File: src/sv/rcpc_pkg.sv
`default_nettype none
package rcpc_pkg;

	localparam int NUM_CH = 4;
	localparam int CH_W = 2;
	localparam int MODE_W = 3;
	localparam int WIDTH_W = 16;
	localparam int AXIS_W = 8;
	localparam int QUO_W = 7;
	localparam int MAG_W = WIDTH_W + QUO_W;
	localparam int DSH_W = WIDTH_W + QUO_W - 1;

	localparam logic [1:0] CMD_EDGE = 2'd0;
	localparam logic [1:0] CMD_UPDATE = 2'd1;
	localparam logic [1:0] CMD_CAL = 2'd2;

	localparam logic [MODE_W-1:0] MODE_RESET = 3'd1;
	localparam logic [MODE_W-1:0] MODE_FIRST = 3'd1;
	localparam logic [MODE_W-1:0] MODE_LAST = 3'd4;

	localparam logic [WIDTH_W-1:0] RANGE_LOW_RESET = 16'd1200;
	localparam logic [WIDTH_W-1:0] RANGE_HIGH_RESET = 16'd1800;
	localparam logic [WIDTH_W-1:0] WIDTH_MAX = 16'hFFFF;
	localparam logic [QUO_W-1:0] OUT_SPAN = 7'd100;
	localparam logic [AXIS_W-1:0] OUT_OFFSET = 8'd50;

	// channel feeding throttle, yaw, pitch, roll for modes 1 to 4
	localparam logic [CH_W-1:0] ROUTE_TAB [4][4] = '{
		'{2'd1, 2'd3, 2'd2, 2'd0},
		'{2'd2, 2'd3, 2'd1, 2'd0},
		'{2'd1, 2'd0, 2'd2, 2'd3},
		'{2'd2, 2'd0, 2'd1, 2'd3}
	};

	typedef enum logic [1:0] {
		OP_EDGE,
		OP_UPDATE,
		OP_CAL
	} op_t;

	typedef struct packed {
		op_t op;
		logic [CH_W-1:0] channel;
		logic [31:0] time_us;
	} item_t;

	typedef enum logic [2:0] {
		ST_IDLE,
		ST_MUL,
		ST_SAT,
		ST_DIV,
		ST_ROUTE,
		ST_EMIT
	} state_t;

endpackage
`default_nettype wire

File: src/sv/rcpc_front.sv
`default_nettype none
module rcpc_front (
	input  wire logic                   in_valid,
	output logic                        in_stall,
	input  wire logic [1:0]             command,
	input  wire logic [1:0]             channel,
	input  wire logic [31:0]            time_us,
	input  wire logic                   q_full,
	output logic                        q_push,
	output rcpc_pkg::item_t             q_item
);
	import rcpc_pkg::*;

	logic known;

	always_comb begin
		known = 1'b1;
		q_item.op = OP_EDGE;
		unique case (command)
			CMD_EDGE: q_item.op = OP_EDGE;
			CMD_UPDATE: q_item.op = OP_UPDATE;
			CMD_CAL: q_item.op = OP_CAL;
			default: known = 1'b0;
		endcase
		q_item.channel = channel;
		q_item.time_us = time_us;
	end

	// drop unknown commands at the door
	assign in_stall = q_full;
	assign q_push = in_valid && !q_full && known;

endmodule
`default_nettype wire

File: src/sv/rcpc_fifo.sv
`default_nettype none
module rcpc_fifo #(
	parameter int DEPTH = 2
) (
	input  wire logic        clk,
	input  wire logic        arst_n,
	input  wire logic        push,
	input  wire rcpc_pkg::item_t push_item,
	output logic             full,
	input  wire logic        pop,
	output rcpc_pkg::item_t  head,
	output logic             empty
);
	import rcpc_pkg::*;

	localparam int PTR_W = (DEPTH > 1) ? $clog2(DEPTH) : 1;
	localparam int CNT_W = $clog2(DEPTH + 1);
	localparam logic [PTR_W-1:0] PTR_LAST = PTR_W'(DEPTH - 1);
	localparam logic [CNT_W-1:0] CNT_FULL = CNT_W'(DEPTH);

	item_t mem_q [DEPTH];
	logic [PTR_W-1:0] wr_q;
	logic [PTR_W-1:0] rd_q;
	logic [CNT_W-1:0] cnt_q;
	logic do_push;
	logic do_pop;

	assign full = (cnt_q == CNT_FULL);
	assign empty = (cnt_q == '0);
	assign head = mem_q[rd_q];
	assign do_push = push && !full;
	assign do_pop = pop && !empty;

	always_ff @(posedge clk) begin
		if (do_push) begin
			mem_q[wr_q] <= push_item;
		end
	end

	always_ff @(posedge clk or negedge arst_n) begin
		if (!arst_n) begin
			wr_q <= '0;
			rd_q <= '0;
			cnt_q <= '0;
		end else begin
			if (do_push) begin
				wr_q <= (wr_q == PTR_LAST) ? '0 : wr_q + 1'b1;
			end
			if (do_pop) begin
				rd_q <= (rd_q == PTR_LAST) ? '0 : rd_q + 1'b1;
			end
			if (do_push && !do_pop) begin
				cnt_q <= cnt_q + 1'b1;
			end else if (do_pop && !do_push) begin
				cnt_q <= cnt_q - 1'b1;
			end
		end
	end

endmodule
`default_nettype wire

File: src/sv/rcpc_back.sv
`default_nettype none
module rcpc_back (
	input  wire logic        clk,
	input  wire logic        arst_n,
	input  wire logic        cfg_valid,
	output logic             cfg_ready,
	input  wire logic [2:0]  cfg_data,
	input  wire rcpc_pkg::item_t head,
	input  wire logic        q_empty,
	output logic             q_pop,
	output logic             out_valid,
	input  wire logic        out_stall,
	output logic [7:0]       throttle,
	output logic [7:0]       yaw,
	output logic [7:0]       pitch,
	output logic [7:0]       roll,
	output logic             mode_error
);
	import rcpc_pkg::*;

	state_t state_q;
	state_t state_d;

	logic [MODE_W-1:0]  mode_q;
	logic [31:0]        edge_start_q [NUM_CH];
	logic [NUM_CH-1:0]  armed_q;
	logic [WIDTH_W-1:0] pulse_width_q [NUM_CH];
	logic [WIDTH_W-1:0] range_low_q [NUM_CH];
	logic [WIDTH_W-1:0] range_high_q [NUM_CH];
	logic [AXIS_W-1:0]  hold_q [4];
	logic [AXIS_W-1:0]  vals_q [NUM_CH];
	logic               err_q;

	logic [CH_W-1:0]    ch_q;
	logic [MAG_W-1:0]   mag_q;
	logic [MAG_W-1:0]   rem_q;
	logic [WIDTH_W-1:0] den_q;
	logic [DSH_W-1:0]   dsh_q;
	logic [QUO_W-1:0]   quo_q;
	logic [2:0]         bit_q;
	logic               low_q;
	logic               sat_q;

	logic               out_valid_q;
	logic [AXIS_W-1:0]  out_axis_q [4];
	logic               out_err_q;

	logic               mode_ok;
	logic [1:0]         mode_idx;
	logic               emit_load;
	logic [31:0]        delta;
	logic [WIDTH_W-1:0] w_cur;
	logic [WIDTH_W-1:0] lo_cur;
	logic [WIDTH_W-1:0] hi_cur;
	logic [MAG_W-1:0]   mag_d;
	logic               div_ge;
	logic [MAG_W-1:0]   rem_d;
	logic [QUO_W-1:0]   quo_d;
	logic [QUO_W-1:0]   quo_full;
	logic [QUO_W-1:0]   quo_clamp;
	logic [AXIS_W-1:0]  val_d;

	assign cfg_ready = 1'b1;
	assign mode_ok = (mode_q >= MODE_FIRST) && (mode_q <= MODE_LAST);
	assign mode_idx = 2'(mode_q - MODE_FIRST);

	assign delta = head.time_us - edge_start_q[head.channel];
	assign w_cur = pulse_width_q[ch_q];
	assign lo_cur = range_low_q[ch_q];
	assign hi_cur = range_high_q[ch_q];
	assign mag_d = MAG_W'(w_cur - lo_cur) * MAG_W'(OUT_SPAN);

	assign div_ge = rem_q >= MAG_W'(dsh_q);
	assign rem_d = div_ge ? rem_q - MAG_W'(dsh_q) : rem_q;

	always_comb begin
		quo_d = quo_q;
		quo_d[bit_q] = div_ge;
		quo_full = sat_q ? '1 : quo_d;
		quo_clamp = low_q ? '0 : ((quo_full > OUT_SPAN) ? OUT_SPAN : quo_full);
		val_d = AXIS_W'(quo_clamp) - ((ch_q == '0) ? '0 : OUT_OFFSET);
	end

	always_comb begin
		state_d = state_q;
		q_pop = 1'b0;
		emit_load = 1'b0;
		unique case (state_q)
			ST_IDLE: begin
				if (!q_empty) begin
					q_pop = 1'b1;
					if (head.op == OP_UPDATE) begin
						state_d = mode_ok ? ST_MUL : ST_EMIT;
					end
				end
			end
			ST_MUL: state_d = ST_SAT;
			ST_SAT: state_d = ST_DIV;
			ST_DIV: begin
				if (bit_q == '0) begin
					state_d = (ch_q == CH_W'(NUM_CH - 1)) ? ST_ROUTE : ST_MUL;
				end
			end
			ST_ROUTE: state_d = ST_EMIT;
			ST_EMIT: begin
				if (!out_valid_q || !out_stall) begin
					emit_load = 1'b1;
					state_d = ST_IDLE;
				end
			end
			default: state_d = ST_IDLE;
		endcase
	end

	always_ff @(posedge clk or negedge arst_n) begin
		if (!arst_n) begin
			state_q <= ST_IDLE;
		end else begin
			state_q <= state_d;
		end
	end

	always_ff @(posedge clk or negedge arst_n) begin
		if (!arst_n) begin
			mode_q <= MODE_RESET;
			armed_q <= '0;
			err_q <= 1'b0;
			out_valid_q <= 1'b0;
			for (int i = 0; i < NUM_CH; i++) begin
				edge_start_q[i] <= '0;
				pulse_width_q[i] <= '0;
				range_low_q[i] <= RANGE_LOW_RESET;
				range_high_q[i] <= RANGE_HIGH_RESET;
			end
			for (int a = 0; a < 4; a++) begin
				hold_q[a] <= '0;
			end
		end else begin
			if (cfg_valid) begin
				mode_q <= cfg_data;
			end
			if (q_pop) begin
				unique case (head.op)
					OP_EDGE: begin
						if (!armed_q[head.channel]) begin
							edge_start_q[head.channel] <= head.time_us;
							armed_q[head.channel] <= 1'b1;
						end else begin
							pulse_width_q[head.channel] <= (delta > 32'(WIDTH_MAX)) ?
								WIDTH_MAX : delta[WIDTH_W-1:0];
							armed_q[head.channel] <= 1'b0;
						end
					end
					OP_CAL: begin
						for (int i = 0; i < NUM_CH; i++) begin
							if (pulse_width_q[i] < range_low_q[i]) begin
								range_low_q[i] <= pulse_width_q[i];
							end
							if (pulse_width_q[i] > range_high_q[i]) begin
								range_high_q[i] <= pulse_width_q[i];
							end
						end
					end
					OP_UPDATE: begin
						if (!mode_ok) begin
							err_q <= 1'b1;
						end
					end
					default: ;
				endcase
			end
			if (state_q == ST_ROUTE) begin
				for (int a = 0; a < 4; a++) begin
					hold_q[a] <= vals_q[ROUTE_TAB[mode_idx][a]];
				end
			end
			if (emit_load) begin
				out_valid_q <= 1'b1;
			end else if (!out_stall) begin
				out_valid_q <= 1'b0;
			end
		end
	end

	always_ff @(posedge clk) begin
		if (q_pop) begin
			ch_q <= '0;
		end
		unique case (state_q)
			ST_MUL: begin
				mag_q <= mag_d;
				den_q <= hi_cur - lo_cur;
				low_q <= (w_cur <= lo_cur) || (hi_cur == lo_cur);
			end
			ST_SAT: begin
				rem_q <= mag_q;
				sat_q <= mag_q >= {den_q, QUO_W'(0)};
				dsh_q <= {den_q, (QUO_W - 1)'(0)};
				quo_q <= '0;
				bit_q <= 3'(QUO_W - 1);
			end
			ST_DIV: begin
				rem_q <= rem_d;
				quo_q <= quo_d;
				dsh_q <= dsh_q >> 1;
				bit_q <= bit_q - 1'b1;
				if (bit_q == '0) begin
					vals_q[ch_q] <= val_d;
					ch_q <= ch_q + 1'b1;
				end
			end
			default: ;
		endcase
		if (emit_load) begin
			for (int a = 0; a < 4; a++) begin
				out_axis_q[a] <= hold_q[a];
			end
			out_err_q <= err_q;
		end
	end

	assign out_valid = out_valid_q;
	assign throttle = out_axis_q[0];
	assign yaw = out_axis_q[1];
	assign pitch = out_axis_q[2];
	assign roll = out_axis_q[3];
	assign mode_error = out_err_q;

endmodule
`default_nettype wire

File: src/sv/rc_pulse_capture_axis_map_core.sv
// Four-channel RC pulse capture and axis mapper.
// Input channel (in_valid / in_stall): command, channel, time_us. Command 0 is
// an edge on a channel: the first edge arms it, the next stores the pulse width
// (saturated at 65535 us). Command 1 maps all widths onto axes and produces one
// transfer on the output channel. Command 2 widens every calibrated range with
// the latest width. Command 3 is dropped without a result.
// Items enter a short queue and are executed one at a time. Edge and calibrate
// items are executed as they leave the queue. An update in a valid axis_mode runs
// each of the four channels through a multiply step, a range check and seven
// steps of the shared restoring divider, then axis routing and the output load.
// Output channel (out_valid / out_stall): throttle, yaw, pitch, roll and
// mode_error, held in an output register; while the receiver stalls, the
// queue still accepts items until it fills, then in_stall rises.
// Config channel (cfg_valid / cfg_ready, always ready): axis_mode, to be
// written while idle; the block does not enforce this. Reset clears all widths,
// sets ranges to 1200..1800, held axis values to 0 and axis_mode to 1.
`default_nettype none
module rc_pulse_capture_axis_map_core #(
	parameter int QUEUE_DEPTH = 2
) (
	input  wire logic        clk,
	input  wire logic        arst_n,
	input  wire logic        in_valid,
	output logic             in_stall,
	input  wire logic [1:0]  command,
	input  wire logic [1:0]  channel,
	input  wire logic [31:0] time_us,
	output logic             out_valid,
	input  wire logic        out_stall,
	output logic [7:0]       throttle,
	output logic [7:0]       yaw,
	output logic [7:0]       pitch,
	output logic [7:0]       roll,
	output logic             mode_error,
	input  wire logic        cfg_valid,
	output logic             cfg_ready,
	input  wire logic [2:0]  cfg_data
);
	import rcpc_pkg::*;

	item_t push_item;
	item_t head;
	logic push;
	logic full;
	logic empty;
	logic pop;

	rcpc_front u_front (
		.in_valid (in_valid),
		.in_stall (in_stall),
		.command  (command),
		.channel  (channel),
		.time_us  (time_us),
		.q_full   (full),
		.q_push   (push),
		.q_item   (push_item)
	);

	rcpc_fifo #(
		.DEPTH (QUEUE_DEPTH)
	) u_fifo (
		.clk       (clk),
		.arst_n    (arst_n),
		.push      (push),
		.push_item (push_item),
		.full      (full),
		.pop       (pop),
		.head      (head),
		.empty     (empty)
	);

	rcpc_back u_back (
		.clk        (clk),
		.arst_n     (arst_n),
		.cfg_valid  (cfg_valid),
		.cfg_ready  (cfg_ready),
		.cfg_data   (cfg_data),
		.head       (head),
		.q_empty    (empty),
		.q_pop      (pop),
		.out_valid  (out_valid),
		.out_stall  (out_stall),
		.throttle   (throttle),
		.yaw        (yaw),
		.pitch      (pitch),
		.roll       (roll),
		.mode_error (mode_error)
	);

endmodule
`default_nettype wire
File: config.mk
export PLATFORM = sky130hd
export DESIGN_NAME = rc_pulse_capture_axis_map_core
export DESIGN_NICKNAME = d
export VERILOG_FILES = /design/src/sv/rcpc_pkg.sv /design/src/sv/rcpc_front.sv /design/src/sv/rcpc_fifo.sv /design/src/sv/rcpc_back.sv /design/src/sv/rc_pulse_capture_axis_map_core.sv
export SDC_FILE = /design/constraint.sdc
export NUM_CORES = 1
export LEC_CHECK = 0
export ABC_AREA = 1
export BUFFER_PORTS_ARGS = -buffer_cell sky130_fd_sc_hd__buf_4
export CAP_MARGIN = 40
export CORE_MARGIN = 2
export CORE_UTILIZATION = 58
export CTS_CLUSTER_DIAMETER = 150
export CTS_CLUSTER_SIZE = 25
export DETAILED_ROUTE_END_ITERATION = 16
export HOLD_SLACK_MARGIN = 0.15
export PLACE_DENSITY = 0.81
export RECOVER_POWER = 50
export SLEW_MARGIN = 20
export SYNTH_ARGS = -nofsm -noshare
export SYNTH_HDL_FRONTEND = slang
export SYNTH_SLANG_ARGS = --single-unit
File: constraint.sdc
create_clock -name clk -period 6.25 [get_ports clk]
set_input_delay 0.625 -clock clk [delete_from_list [all_inputs] [get_ports clk]]
set_output_delay 0.625 -clock clk [all_outputs]
set_load 0.05 [all_outputs]
==> results of run 1 <==
## timing repair
item	in CTS	in global routing
setup buffers	0	0
resized for setup	0	2
setup endpoints to repair	0	1
hold buffers	2	0
endpoints found under the hold margin	89	0
## cell usage in the layout, fill, tap and decap left out, drive strengths merged, types with 14 or more instances in the layout
cell | Yosys | routed
fa | 20 | 20
nor3 | 21 | 21
o211ai | 14 | 14
nand2 | 1067 | 1067
a221oi | 21 | 21
clkbuf | 108 | 129
buf | 22 | 41
nand3 | 89 | 89
o21ai | 423 | 423
a31oi | 30 | 30
dfrtp | 335 | 335
nand4 | 20 | 20
or2 | 14 | 14
xnor2 | 37 | 37
ha | 285 | 285
a21oi | 327 | 327
xor2 | 55 | 55
inv | 513 | 515
nor2 | 232 | 232
edfxtp | 231 | 231
dfstp | 33 | 33
## metrics by stage
stage / utilization [%] / area [um2]
finish: 62.0 / 36400
global route: 62.0 / 36400
CTS: 62.4 / 36700
detailed placement: 61.0 / 35900
global placement: 60.7 / 35700
floorplan: - / 34300
## routing by layer
layer | routed length [um] | global-route usage (%)
met4 | 3550 | 10.4
met3 | 4520 | 2.76
met5 | 0 | 0
met1 | 35600 | 37.3
met2 | 38200 | 45.0
## final cells by class
class | instances | area share (%)
Inverter | 517 | 5.34
Clock inverter | 3 | 0.137
Tap cell | 773 | 2.65
Sequential cell | 601 | 44.6
Timing Repair Buffer | 123 | 2.28
Multi-Input combinational cell | 2737 | 42.9
Clock buffer | 49 | 2.14
## state kept, by name, summed over array words and instances (netlist names), 2 cells and up, named ones only
name                  cells
u_back.dsh_q             22
u_back.state_q            3
u_back.rem_q             23
u_back.mode_q             3
u_back.den_q             16
u_back.out_axis_q        32
u_back.edge_start_q     128
u_back.mag_q             21
u_back.pulse_width_q     64
u_back.range_high_q      64
u_back.quo_q              7
u_back.vals_q            32
u_back.ch_q               2
u_fifo.mem_q             72
u_back.hold_q            32
u_fifo.cnt_q              2
u_back.range_low_q       64
u_back.bit_q              3
## how the worst max path moves through the flow
stage	startpoint	to	slack (ns)	cells past startpoint
6_report	u_back.ch_q[0]	u_back.mag_q[21]	0.49	26
3_3_place_gp	u_back.ch_q[0]	u_back.mag_q[21]	0.55	34
2_1_floorplan	u_back.ch_q[0]	u_back.mag_q[21]	0.39	36
3_5_place_dp	u_back.ch_q[0]	u_back.mag_q[21]	0.47	26
5_1_grt	u_back.ch_q[0]	u_back.mag_q[20]	0.04	25
4_1_cts	u_back.ch_q[0]	u_back.mag_q[21]	0.45	34
## logic make-up after synthesis
| group | count (synthesis) | synth area share [%] |
|---|---|---|
| AND/OR/NAND/NOR | 1458 | 17.4 |
| AO/OA/AOI/OAI | 880 | 14.0 |
| buffers and inverters | 647 | 7.29 |
| flip-flops | 601 | 47.3 |
| adder cells (fa/ha/maj) | 305 | 11.6 |
| XOR/XNOR | 92 | 2.35 |
| other | 1 | 0.0109 |
| multiplexers | 1 | 0.0292 |
==> reports/qor.txt, run 1 <==
Synthesis Warnings - 0
Worst skew pair latency - 0.63 ns
Die Ht - 247 um
WHS Endpoint - u_fifo.mem_q[0][4]
Share of the synthesized area in the top cell type - 24.4%
Tcrit/Tclk final - 92.1%
Largest cells by area after synthesis - dfrtp_1, edfxtp_1, nand2_1
Status - finished with violations
Async SR Flop Fraction - 61.2%
Cell Rows - 89
Startpoint types - flop
Final setup margin - 0.491 ns
Final Hold Viols - 0
Syn Inst Count - 3,985
Crit Path Max Fanout - 70
Multi-input gate area - 15,600 um2
R2R Setup Slk - 0.49 ns
CP max stage delay - 0.52 ns
TNS Setup - 0 ns
Layout Skew - 0.0494 ns
Synth Flop Type - dfrtp_1
Most numerous cell in the Yosys netlist - nand2_1
Most common cell on crit path - a21oi_1
Layout cells sized above 1 - 5.24%
Starting Density - 58.3%
Post-Syn Area - 34,300 um2
Hold Crit Depth - 1
Total global-route track usage - 27.2%
Reg-to-Reg End - u_back.mag_q[21]
Syn Nets - 4,334
Fillers - 4,933
DRT Pass-1 Iters - 6
CTS root buf - clkbuf_16
Vias in the first global route - 26,159
Worst path required time - 6.64 ns
Netlist cell types - 69
Routed Antenna Nets - 0
Crit. End Element - flop
Peak Freq - 0.174 GHz
Max-cap violations - 7
Setup WS pre-CTS - 0.472 ns
Area Growth Syn to Fin - 6.21%
Via count - 27,130
Bufs and invs on worst path - 6
Non-filler cells, final - 4,803
Syn_area_per_cell - 8.61 um2
TritonCTS Buffers - 28
Total die area - 61,100 um2
Via density - 5.65
Min Tclk post-route - 5.76 ns
RSZ-0062 raised after global routing - false
Final WL - 81,800 um
Sequential Area - 16,200 um2
Initial antenna violation count - 0
Die Wd - 247 um
DP HPWL - 61,200 um
Core area - 58,800 um2
Cell family with most CP delay - adder cells
Antenna fix cells - 0
Number of clock sinks - 601
Drc violations - 0
IO Port Bufs - 78
Beginning of the worst hold path - time_us[4]
RePlAce Congestion - 0.951
Pin count of the biggest net entering global routing - 106
Failing checks - max-capacitance violations, max-slew violations
Nets - 4,357
Tightest Pin Transition - 2.75 ns
I/O pin cnt - 80
Yosys reg bits - 601
FF-to-FF Start - u_back.ch_q[0]
DR WL/cell - 17.0 um
CTS tree - yes
Placed cell count - 4,747
# setup viols final - 0
Clk pin slew, worst setup/hold paths - 0.10 ns
Synth area leader - dfrtp_1
Reg2Reg Depth - 26
First-pass GRT wire length - 135,000 um
Number of enable flip-flop cells after synthesis - 231
Starting DRC count in detailed routing - 2,307
Clk buf depth - 3
Top post-synthesis cells by count - nand2_1, inv_1, o21ai_0
Critical-path top delay cell - fa_1
H-tree level count - 1
Critical setup path kind - flop to flop
Slew Viols, Final - 355
Hold_ws - 0.202 ns
Arrival @ worst endpoint - 6.15 ns
GR Overflow Total - 0
Sequential fraction of the synthesis area - 47.3%
Rel. slew slack - -83.2%
Hold Path Class - input port to flop
Power of run 1 is left out: the tool's default activity adds up to more than one toggle a clock period on the data nets, which glitch-free logic cannot reach.
==> inputs of run 2 (changes only) <==
--- a/config.mk
+++ b/config.mk
@@ -16,5 +16,4 @@
 export HOLD_SLACK_MARGIN = 0.15
 export PLACE_DENSITY = 0.81
-export RECOVER_POWER = 50
 export SLEW_MARGIN = 20
 export SYNTH_ARGS = -nofsm -noshare
==> constraint.sdc (replaced) <==
create_clock -name clk -period 6.25 [get_ports clk]
set_input_delay 0.3125 -clock clk [delete_from_list [all_inputs] [get_ports clk]]
set_output_delay 0.3125 -clock clk [all_outputs]
set_load 0.05 [all_outputs]
==> run 2 against run 1 <==
Compared with the run above: the flow now finishes without violations; sequential share of layout area fell by 0.90 points; die area did not move; critical endpoint is now u_back.mag_q[20]; highest routed layer unchanged; fmax decreased by 0.70%; critical path type unchanged; global-route usage about the same; critical path depth fell by 1; first-iteration DRC count is 13% higher; cell count up 0.83%; clock skew is 0.00094 ns higher.
==> reports/qor.txt, run 2 (synthesis gave the netlist of run 1 again) <==
Status - completed
Routed Antenna Nets - 0
Starting Density - 58.3%
Slew Viols, Final - 0
Top flop regs - u_back.edge_start_q: 128 flops, u_fifo.mem_q: 72 flops
RePlAce Congestion - 0.952
Commonest non-fill, non-tap cell in the layout - nand2_1
H-tree level count - 1
IO Port Bufs - 78
GR Overflow Total - 0
# setup viols final - 0
Core area - 58,800 um2
Crit Path Max Fanout - 84
Worst path required time - 6.62 ns
DP HPWL - 61,400 um
CTS tree - yes
Critical setup path kind - flop to flop
I/O pin cnt - 80
Layout Skew - 0.0503 ns
Clk pin slew, worst setup/hold paths - 0.10 ns
Number of flip-flops in the largest register - 128
Peak Freq - 0.172 GHz
Via count - 27,203
Vias in the first global route - 26,329
Total global-route track usage - 27.3%
Tcrit/Tclk final - 92.8%
Max-cap violations - 0
Drc violations - 0
Area Growth Syn to Fin - 8.40%
Pin count of the biggest net entering global routing - 114
Final WL - 82,100 um
Final Hold Viols - 0
Antenna fix cells - 0
Clk buf depth - 3
Hold_ws - 0.234 ns
CTS root buf - clkbuf_16
Initial antenna violation count - 0
Startpoint types - flop
Worst skew pair latency - 0.63 ns
Die Wd - 247 um
Nets - 4,397
Total die area - 61,100 um2
Die Ht - 247 um
TritonCTS Buffers - 28
Rel. slew slack - 41.6%
Cell Rows - 89
Starting DRC count in detailed routing - 2,616
Setup repair bufs after CTS - 0
Layout cells sized above 1 - 6.54%
DR WL/cell - 17.0 um
First-pass GRT wire length - 135,000 um
Via density - 5.62
Arrival @ worst endpoint - 6.17 ns
Crit. End Element - flop
Largest Register - u_back.edge_start_q
Min Tclk post-route - 5.80 ns
Most frequent cells in the layout - nand2_1, inv_1, o21ai_0
DRT Pass-1 Iters - 6
Number of clock sinks - 601
Hold Path Class - input port to flop
Tightest Pin Transition - 0.876 ns
run 2: changes by cell type in the layout (fill, tap and decap cells not counted), moves of 3 or more:
| cell | change |
|---|---|
| clkbuf_4 | -27 |
| clkbuf_2 | -3 |
| nor2_4 | +3 |
| nor2_1 | -3 |
| buf_12 | +3 |
| clkbuf_1 | -50 |
| dlygate4sd3_1 | +41 |
| buf_4 | +73 |
| buf_16 | +3 |
run 2: repair_timing:
| item | in CTS | in global routing |
|---|---|---|
| resized for setup | 0 | 1 |
| hold endpoints to repair | 166 | 0 |
| endpoints found under the setup margin | 0 | 1 |
| hold buffers | 43 | 0 |
run 2: final timing paths:
| check | start | end | slack, ns | depth (start not counted) |
|---|---|---|---|---|
| min reg2reg | u_back.hold_q[29] | u_back.out_axis_q[0][5] | 0.46 | 0 |
| max reg2reg | u_back.ch_q[0] | u_back.mag_q[20] | 0.45 | 25 |
| min in group asynchronous | arst_n | u_back.range_low_q[19] | 0.28 | 2 |
| max in group asynchronous | arst_n | u_back.range_low_q[11] | 4.71 | 3 |
| max | u_back.ch_q[0] | u_back.mag_q[20] | 0.45 | 25 |
| min | in_valid | u_fifo.wr_q | 0.23 | 5 |
run 2: metal layers:
metal / routed length (um) / GRT usage (%)
met1: 35400 / 37.2
met2: 39100 / 45.4
met3: 4690 / 2.78
met4: 3020 / 9.79
met5: 0 / 0
run 2: through the flow:
stage	TNS (ns)	area, um2	setup slack [ns]	instances	utilization (%)
global placement	0	35700	0.552	4736	60.7
detailed placement	0	35800	0.472	4746	61.0
finish	0	37200	0.450	4843	63.2
global route	-0.0214	37200	-0.0214	4843	63.2
floorplan	0	34300	0.392	3985	-
CTS	0	37100	0.422	4841	63.1
run 2: cell type report:
type / instances / area [um2]
clock buffers: 49 / 779
clock inverters: 3 / 63.8
fillers: 4785 / 21600
inverters: 517 / 1950
multi-input cells: 2737 / 15700
flip-flops and latches: 601 / 16200
well taps: 773 / 967
repair buffers: 163 / 1540
run 2: worst max-delay path: stages (launching register included):
cell,delay [ns]
dfxtp_4,0.53
buf_12,0.32
nand2_1,0.09
a32oi_1,0.31
inv_1,0.11
fa_1,0.46
nand3b_1,0.17
and2_1,0.21
o21ai_0,0.20
xnor2_1,0.18
inv_1,0.10
ha_1,0.32
ha_1,0.29
inv_1,0.05
fa_1,0.49
inv_1,0.04
ha_1,0.34
a21oi_1,0.16
nand2_1,0.10
a21oi_1,0.15
o21bai_1,0.14
nand2_1,0.09
nand2_1,0.07
a21boi_0,0.28
o21ai_0,0.15
xor2_1,0.16
Power of run 2 is left out for the same reason.
